## src/rtl/core/fuzzy_subsequence_scorer_macros.svh

```systemverilog
// Assertion shorthands for the fuzzy subsequence scorer.
// Each one is clocked on aclk and is disabled while aresetn is low.
`ifndef FUZZY_SUBSEQUENCE_SCORER_MACROS_SVH
`define FUZZY_SUBSEQUENCE_SCORER_MACROS_SVH

`ifndef SYNTHESIS

// Same-cycle implication
`define FSS_ASSERT_NOW(label, ante, cons) \
    label: assert property (@(posedge aclk) disable iff (!aresetn) (ante) |-> (cons)) \
        else $error("fss assertion failed");

// Next-cycle implication
`define FSS_ASSERT_NEXT(label, ante, cons) \
    label: assert property (@(posedge aclk) disable iff (!aresetn) (ante) |=> (cons)) \
        else $error("fss assertion failed");

`else

`define FSS_ASSERT_NOW(label, ante, cons)
`define FSS_ASSERT_NEXT(label, ante, cons)

`endif

`endif

```

## src/rtl/core/fss_pkg.sv

```systemverilog
`default_nettype none

package fss_pkg;

    // Query geometry
    localparam int QUERY_MAX  = 16;
    localparam int QIDX_W     = $clog2(QUERY_MAX);
    localparam int QLEN_W     = 5;
    localparam int BYTE_W     = 8;

    // Result geometry
    localparam int STREAK_W   = 5;
    localparam int SCORE_W    = 8;
    localparam int OUT_W      = 9;

    // Configuration port
    localparam int CFG_IDX_W  = 2;
    localparam int CFG_DATA_W = 64;

    localparam logic [CFG_IDX_W-1:0] REG_QUERY_LOW  = 2'd0;
    localparam logic [CFG_IDX_W-1:0] REG_QUERY_HIGH = 2'd1;
    localparam logic [CFG_IDX_W-1:0] REG_QUERY_LEN  = 2'd2;

    // Characters
    localparam logic [BYTE_W-1:0] CHAR_UPPER_A   = 8'h41;
    localparam logic [BYTE_W-1:0] CHAR_UPPER_Z   = 8'h5A;
    localparam logic [BYTE_W-1:0] CASE_OFFSET    = 8'h20;
    localparam logic [BYTE_W-1:0] CHAR_SLASH     = 8'h2F;
    localparam logic [BYTE_W-1:0] CHAR_DASH      = 8'h2D;
    localparam logic [BYTE_W-1:0] CHAR_UNDERLINE = 8'h5F;
    localparam logic [BYTE_W-1:0] CHAR_DOT       = 8'h2E;
    localparam logic [BYTE_W-1:0] CHAR_COLON     = 8'h3A;

    // Scoring
    localparam logic [SCORE_W-1:0] SEP_BONUS     = 8'd4;
    localparam logic [SCORE_W-1:0] HIT_BASE      = 8'd1;
    localparam logic [OUT_W-1:0]   NO_MATCH      = 9'h1FF;

    typedef logic [QUERY_MAX-1:0][BYTE_W-1:0] query_t;

    // One name beat as held in the input register
    typedef struct packed {
        logic [BYTE_W-1:0] name_byte;
        logic              byte_present;
        logic              name_end;
    } item_t;

    function automatic logic [BYTE_W-1:0] fold_case(input logic [BYTE_W-1:0] c);
        logic [BYTE_W-1:0] r;
        r = c;
        if (c >= CHAR_UPPER_A && c <= CHAR_UPPER_Z) begin
            r = c + CASE_OFFSET;
        end
        return r;
    endfunction

    function automatic logic is_separator(input logic [BYTE_W-1:0] c);
        return (c == CHAR_SLASH) || (c == CHAR_DASH) || (c == CHAR_UNDERLINE) ||
               (c == CHAR_DOT) || (c == CHAR_COLON);
    endfunction

endpackage

`default_nettype wire

```

## src/rtl/core/fuzzy_subsequence_scorer.sv

```systemverilog
// Fuzzy subsequence scorer.
// Load the query with the write port: index 0 takes query bytes 0..7, index 1
// bytes 8..15, index 2 the query length from its low 5 bits (values above 16
// act as 16). Write only while no name is in flight.
// Stream each candidate name on the s_axis channel, one byte per beat; tlast
// marks the last beat of a name and tuser flags whether tdata carries a byte
// (an empty name is one beat with tlast high and tuser low).
// The m_axis channel returns one beat per name: the 9-bit signed score, or -1
// if the query was not matched in full.
// The last name beat passes through the input register and then the output
// register before its score shows on m_axis. Throughput is one beat per cycle
// barring the stall below; the match state updates from the input register.
// Reset clears the query, the match state and both pipeline valid flags.
// When the receiver stalls, the score stays in the output register; byte beats
// still flow, and the input stops only when a second name end arrives while
// the previous score has not been taken.
`default_nettype none

`include "fuzzy_subsequence_scorer_macros.svh"

module fuzzy_subsequence_scorer (
    input  wire logic                           aclk,
    input  wire logic                           aresetn,
    // Configuration
    input  wire logic                           cfg_we,
    input  wire logic [fss_pkg::CFG_IDX_W-1:0]  cfg_index,
    input  wire logic [fss_pkg::CFG_DATA_W-1:0] cfg_wdata,
    // Name bytes in
    input  wire logic                           s_axis_tvalid,
    output logic                                s_axis_tready,
    input  wire logic [7:0]                     s_axis_tdata,  // [7:0] name_byte
    input  wire logic                           s_axis_tuser,  // [0] byte_present
    input  wire logic                           s_axis_tlast,  // name_end
    // Scores out
    output logic                                m_axis_tvalid,
    input  wire logic                           m_axis_tready,
    output logic [15:0]                         m_axis_tdata   // [8:0] match_score
);
    import fss_pkg::*;

    query_t            query;
    logic [QLEN_W-1:0] query_len;

    logic              in_valid_reg;
    item_t             in_item_reg;
    logic              out_free;
    logic              advance;
    logic [OUT_W-1:0]  score_out;
    logic              end_waiting;

    logic              m_valid_reg;
    logic [OUT_W-1:0]  m_score_reg;

    fss_cfg_regs u_cfg (
        .aclk      (aclk),
        .aresetn   (aresetn),
        .cfg_we    (cfg_we),
        .cfg_index (cfg_index),
        .cfg_wdata (cfg_wdata),
        .query     (query),
        .query_len (query_len)
    );

    // A beat moves on unless it ends a name and the output slot is full and not being taken
    assign out_free      = !m_valid_reg || m_axis_tready;
    assign advance       = in_valid_reg && (!in_item_reg.name_end || out_free);
    assign s_axis_tready = !in_valid_reg || advance;

    // Input register
    always_ff @(posedge aclk) begin
        if (!aresetn) begin
            in_valid_reg <= 1'b0;
        end else if (s_axis_tready) begin
            in_valid_reg <= s_axis_tvalid;
        end
    end

    always_ff @(posedge aclk) begin
        if (s_axis_tready && s_axis_tvalid) begin
            in_item_reg.name_byte    <= s_axis_tdata;
            in_item_reg.byte_present <= s_axis_tuser;
            in_item_reg.name_end     <= s_axis_tlast;
        end
    end

    fss_match u_match (
        .aclk      (aclk),
        .aresetn   (aresetn),
        .step      (advance),
        .item      (in_item_reg),
        .query     (query),
        .query_len (query_len),
        .score_out (score_out)
    );

    // Output register: load on a name end, drop once taken
    always_ff @(posedge aclk) begin
        if (!aresetn) begin
            m_valid_reg <= 1'b0;
        end else if (advance && in_item_reg.name_end) begin
            m_valid_reg <= 1'b1;
        end else if (m_axis_tready) begin
            m_valid_reg <= 1'b0;
        end
    end

    always_ff @(posedge aclk) begin
        if (advance && in_item_reg.name_end) begin
            m_score_reg <= score_out;
        end
    end

    assign m_axis_tvalid = m_valid_reg;
    assign m_axis_tdata  = {7'b0, m_score_reg};

    // A name end sits in the input register
    assign end_waiting = in_valid_reg && in_item_reg.name_end;

    // A name end that moves on always leaves a score in the output register
    `FSS_ASSERT_NEXT(a_score_after_end, advance && in_item_reg.name_end, m_valid_reg)

    // A name end facing a stalled, full output must block the input side
    `FSS_ASSERT_NOW(a_block_on_full, end_waiting && m_valid_reg && !m_axis_tready, !s_axis_tready)

    // A blocked name end stays in the input register
    `FSS_ASSERT_NEXT(a_hold_blocked_end, in_valid_reg && !advance, end_waiting)

endmodule

`default_nettype wire

```

## src/rtl/core/fss_cfg_regs.sv

```systemverilog
`default_nettype none

module fss_cfg_regs (
    input  wire logic                            aclk,
    input  wire logic                            aresetn,
    input  wire logic                            cfg_we,
    input  wire logic [fss_pkg::CFG_IDX_W-1:0]   cfg_index,
    input  wire logic [fss_pkg::CFG_DATA_W-1:0]  cfg_wdata,
    output fss_pkg::query_t                      query,
    output logic [fss_pkg::QLEN_W-1:0]           query_len
);
    import fss_pkg::*;

    logic [CFG_DATA_W-1:0] query_low_reg;
    logic [CFG_DATA_W-1:0] query_high_reg;
    logic [QLEN_W-1:0]     query_len_reg;

    // Write the addressed register; unknown indexes drop
    always_ff @(posedge aclk) begin
        if (!aresetn) begin
            query_low_reg  <= '0;
            query_high_reg <= '0;
            query_len_reg  <= '0;
        end else if (cfg_we) begin
            unique case (cfg_index)
                REG_QUERY_LOW:  query_low_reg  <= cfg_wdata;
                REG_QUERY_HIGH: query_high_reg <= cfg_wdata;
                REG_QUERY_LEN:  query_len_reg  <= cfg_wdata[QLEN_W-1:0];
                default: ;
            endcase
        end
    end

    // Byte 0 sits in the low bits of the low word
    assign query = {query_high_reg, query_low_reg};

    // Clamp the length to the query capacity
    assign query_len = (query_len_reg > QLEN_W'(QUERY_MAX)) ? QLEN_W'(QUERY_MAX)
                                                             : query_len_reg;

endmodule

`default_nettype wire

```

## src/rtl/core/fss_match.sv

```systemverilog
`default_nettype none

module fss_match (
    input  wire logic                         aclk,
    input  wire logic                         aresetn,
    input  wire logic                         step,
    input  fss_pkg::item_t                    item,
    input  fss_pkg::query_t                   query,
    input  wire logic [fss_pkg::QLEN_W-1:0]   query_len,
    output logic [fss_pkg::OUT_W-1:0]         score_out
);
    import fss_pkg::*;

    logic [QLEN_W-1:0]   pos_reg,      pos_next;
    logic [STREAK_W-1:0] streak_reg,   streak_next;
    logic [SCORE_W-1:0]  score_reg,    score_next;
    logic                prev_sep_reg, prev_sep_next;

    logic [BYTE_W-1:0]   query_char;
    logic [BYTE_W-1:0]   name_char;
    logic                active;
    logic                hit;
    logic [STREAK_W-1:0] streak_inc;
    logic [SCORE_W-1:0]  gain;

    // Compare against the next unmatched query byte
    assign active     = item.byte_present && (pos_reg < query_len);
    assign query_char = fold_case(query[pos_reg[QIDX_W-1:0]]);
    assign name_char  = fold_case(item.name_byte);
    assign hit        = active && (query_char == name_char);

    assign streak_inc = streak_reg + STREAK_W'(1);
    assign gain       = SCORE_W'(streak_inc) + HIT_BASE + (prev_sep_reg ? SEP_BONUS : '0);

    // Advance position, streak and score for this beat
    always_comb begin
        pos_next      = pos_reg;
        streak_next   = streak_reg;
        score_next    = score_reg;
        prev_sep_next = prev_sep_reg;
        if (hit) begin
            pos_next    = pos_reg + QLEN_W'(1);
            streak_next = streak_inc;
            score_next  = score_reg + gain;
        end else if (active) begin
            streak_next = '0;
        end
        if (active) begin
            prev_sep_next = is_separator(item.name_byte);
        end
    end

    // Final score for a name-end beat
    assign score_out = (pos_next >= query_len) ? {1'b0, score_next} : NO_MATCH;

    // Hold state between beats; clear after the last beat of a name
    always_ff @(posedge aclk) begin
        if (!aresetn) begin
            pos_reg      <= '0;
            streak_reg   <= '0;
            score_reg    <= '0;
            prev_sep_reg <= 1'b1;
        end else if (step) begin
            if (item.name_end) begin
                pos_reg      <= '0;
                streak_reg   <= '0;
                score_reg    <= '0;
                prev_sep_reg <= 1'b1;
            end else begin
                pos_reg      <= pos_next;
                streak_reg   <= streak_next;
                score_reg    <= score_next;
                prev_sep_reg <= prev_sep_next;
            end
        end
    end

endmodule

`default_nettype wire

```

## config.mk

```make
export PLATFORM = sky130hd
export DESIGN_NAME = fuzzy_subsequence_scorer
export DESIGN_NICKNAME = d
export VERILOG_FILES = /design/src/rtl/core/fss_pkg.sv /design/src/rtl/core/fuzzy_subsequence_scorer.sv /design/src/rtl/core/fss_cfg_regs.sv /design/src/rtl/core/fss_match.sv
export VERILOG_INCLUDE_DIRS = /design/src /design/src/rtl/core
export SDC_FILE = /design/constraint.sdc
export NUM_CORES = 1
export LEC_CHECK = 0
export BUFFER_PORTS_ARGS = -buffer_cell sky130_fd_sc_hd__buf_4
export CAP_MARGIN = 0
export CELL_PAD_IN_SITES_DETAIL_PLACEMENT = 1
export CELL_PAD_IN_SITES_GLOBAL_PLACEMENT = 2
export CORE_UTILIZATION = 40
export CTS_BUF_LIST = sky130_fd_sc_hd__clkbuf_8
export DETAILED_ROUTE_END_ITERATION = 6
export MAX_ROUTING_LAYER = met4
export PLACE_DENSITY = 0.9
export SLEW_MARGIN = 20
export SYNTH_ARGS = -nofsm -noshare
export SYNTH_HDL_FRONTEND = slang
export SYNTH_SLANG_ARGS = --single-unit
export TNS_END_PERCENT = 30
```

## constraint.sdc

```tcl
create_clock -name aclk -period 10.8 [get_ports aclk]
set_input_delay 0.54 -clock aclk [delete_from_list [all_inputs] [get_ports aclk]]
set_output_delay 0.54 -clock aclk [all_outputs]
set_load 0.05 [all_outputs]
```

==> results.json <==
{
  "worstSetupPathType": "flop to flop",
  "layout.area.seq_mm2": 0.003655,
  "cts_inserted_buffers": 17,
  "synth_area_mm2": 0.008498,
  "yosysWarnings": 0,
  "start_util_pct": 41.33,
  "final_util_pct": 46.86,
  "synth_top_area_share_pct": 36.28,
  "insertion_delay_ps": 480,
  "finalSetupTns_ps": 0,
  "grt_antenna_before_repair": 0,
  "yosysTopAreaCell": "dfxtp_1",
  "cts_resized": 0,
  "gp_congestion": 0.8601,
  "die_w_um": 147.8,
  "whs_ps": 243.4,
  "min_period_ps": 5889,
  "setup_viol": 0,
  "antenna_cells": 0,
  "core_mm2": 0.02056,
  "hold_path.class": "primary input to flop",
  "cts_tree": "built",
  "p_sw_share_pct": 27.91,
  "setup.worst_path.end_class": "flop",
  "fmaxAchievable_mhz": 169.8,
  "timing.reg2reg.setup_slack_ps": 4910,
  "finalCritPeriodShare_pct": 54.53,
  "syn_to_final_growth_pct": 13.37,
  "die_y_um": 147.8,
  "synth_cell_types": 68,
  "yosys_most_used_dff": "dfxtp_1",
  "fin_skew_ps": 18.11,
  "postRouteAntennaNets": 0,
  "ctsHoldBuffers": 0,
  "dp_hpwl_mm": 16.85,
  "status": "complete, no violations",
  "syn_inst": 973,
  "clock_path_buffers": 2,
  "rsz0062_at_grt": "no",
  "numClockSinks": 173,
  "n_fill_cell": 2480,
  "worstPathRequired_ps": 11030,
  "p_int_mw": 0.9044,
  "vias_per_cell": 5.451,
  "io_buffers": 91,
  "worst_slew_pin_slew_ps": 1051,
  "synth_common_cells": "nand2_1, dfxtp_1, a21oi_1",
  "nNetsFinal": 1130,
  "multi_input_area_mm2": 0.004456,
  "finalHoldViolCount": 0,
  "drc_errors": 0,
  "worst_setup_path_start_kind": "flop",
  "drv_slew": 0,
  "track_usage_pct": 23.74,
  "synth_edf_count": 19,
  "grt_pass1_wl_mm": 38.67,
  "syn_area_per_cell_um2": 8.734,
  "drt_first_pass_iters": 5,
  "power.clock.fraction_pct": 35.4,
  "synth-seq-area-share_pct": 42.99,
  "pin_count": 99,
  "cts_setup_buffers": 0,
  "vias": 7108,
  "grt-ovfl-total": 0,
  "crit_arrival_ps": 6120,
  "grt_max_degree": 88,
  "p_seq_share_pct": 54.5,
  "htreeDepth": 4,
  "clkTransAtPathRegs_ps": 90,
  "leakage_nw": 3.575,
  "drive_gt1_share_pct": 17.50,
  "combinationalPowerShare_pct": 10.0,
  "routedWlPerCell_um": 18.77,
  "die_area_mm2": 0.02183,
  "ir_drop_mv": 0.06268,
  "synthArstFlopShare_pct": 0,
  "grt_pass1_vias": 7092,
  "rows": 52,
  "drt-initial-drc-count": 398,
  "powerDensity_mw_per_mm2": 130.2,
  "ys_ff_latch": 173,
  "yosysMostFrequentCell": "nand2_1",
  "clockRootBuffer": "clkbuf_8",
  "ys_top_cells_by_area": "dfxtp_1, nand2_1, mux4_2",
  "p_switching_mw": 0.3501,
  "totalWireLength_mm": 24.48,
  "critical_path_peak_fanout": 23,
  "maxCapViolCount": 0,
  "slew_headroom_pct": 29.59
}
[cells by family after synthesis]
kind of cell | after synthesis | share of synthesized area, %
flops | 173 | 42.99
mux | 56 | 11.44
other cells | 1 | 0.04413
xor+xnor | 19 | 1.958
compound gates | 214 | 14.84
simple gates | 389 | 19.63
fa+ha+maj | 27 | 4.152
buf+inv | 94 | 4.947
[cell type report]
type,count,area share (%)
clock buffers,17,2.429
repair buffers,99,7.714
flip-flops and latches,173,37.94
well taps,270,3.506
clock inverters,14,1.403
inverters,19,0.7662
multi-input cells,712,46.25
[stage by stage]
step	area, um^2	total power [mW]	cells	setup WS, ps
2_1_floorplan	8521	0.7696	979	6263
3_3_place_gp	9265	0.8226	1273	5032
3_5_place_dp	9265	0.8253	1273	4896
4_1_cts	9634	1.266	1304	4890
5_1_grt	9634	1.303	1304	4497
6_report	9634	1.255	1304	4911
[cells in the final DEF, fill, tap and decap left out, types with 3 or more instances in the layout]
cell type,count
dfxtp_1,153
nor2b_1,8
o21ai_1,6
nand3b_1,9
nor4_1,3
clkbuf_8,17
edfxtp_1,19
inv_6,3
ha_1,25
a21oi_1,140
clkinv_4,3
and2_1,3
a21o_1,11
o211ai_1,5
nand2b_1,6
o21a_1,3
a22oi_1,7
conb_1,7
nand4_1,4
nand2_1,291
o21ai_0,7
inv_1,19
mux4_2,32
mux2i_1,17
nor2_1,24
nand3_1,22
buf_4,99
a211o_1,3
mux2_2,5
nor3_1,3
xor2_1,9
a31oi_1,9
xnor2_1,10
[power groups by stage]
stage	Combinational (mW)	Sequential, mW	Clock, mW
2_1_floorplan	0.0720	0.698	0
3_3_place_gp	0.124	0.699	0
3_5_place_dp	0.126	0.699	0
4_1_cts	0.127	0.684	0.455
5_1_grt	0.138	0.687	0.479
6_report	0.126	0.684	0.445
[routing by layer]
metal	global-route usage [%]	vias up	routed length, um
li1	-	3436	-
met3	3.580	31	860
met1	30.16	3503	11210
met2	38.58	138	11920
met4	8.093	0	490
met5	-	-	0
[worst paths after layout]
check | startpoint | depth (start not counted) | endpoint
worst max register to register | u_match.pos_reg[1] | 17 | m_score_reg[2]
worst min-delay path | s_axis_tlast | 1 | in_item_reg[0]
worst min register to register | u_cfg.query_low_reg[31] | 2 | u_cfg.query_low_reg[31]
worst max-delay path | u_match.pos_reg[1] | 17 | m_score_reg[2]
[worst max-delay path: stages, from the launching register on]
cell and delay (ps):
dfxtp_1 800, buf_4 420, mux4_2 540, mux4_2 560, a211o_1 320, nor4_2 130
a311oi_1 110, a211o_1 420, a21boi_4 650, mux2_1 390, ha_1 270, a21o_1 110
a21oi_1 70, nor2b_1 100, o21ai_0 80, nand2b_1 270, inv_1 100, a211o_1 280
Note: power is estimated with default switching activity, not from simulation.
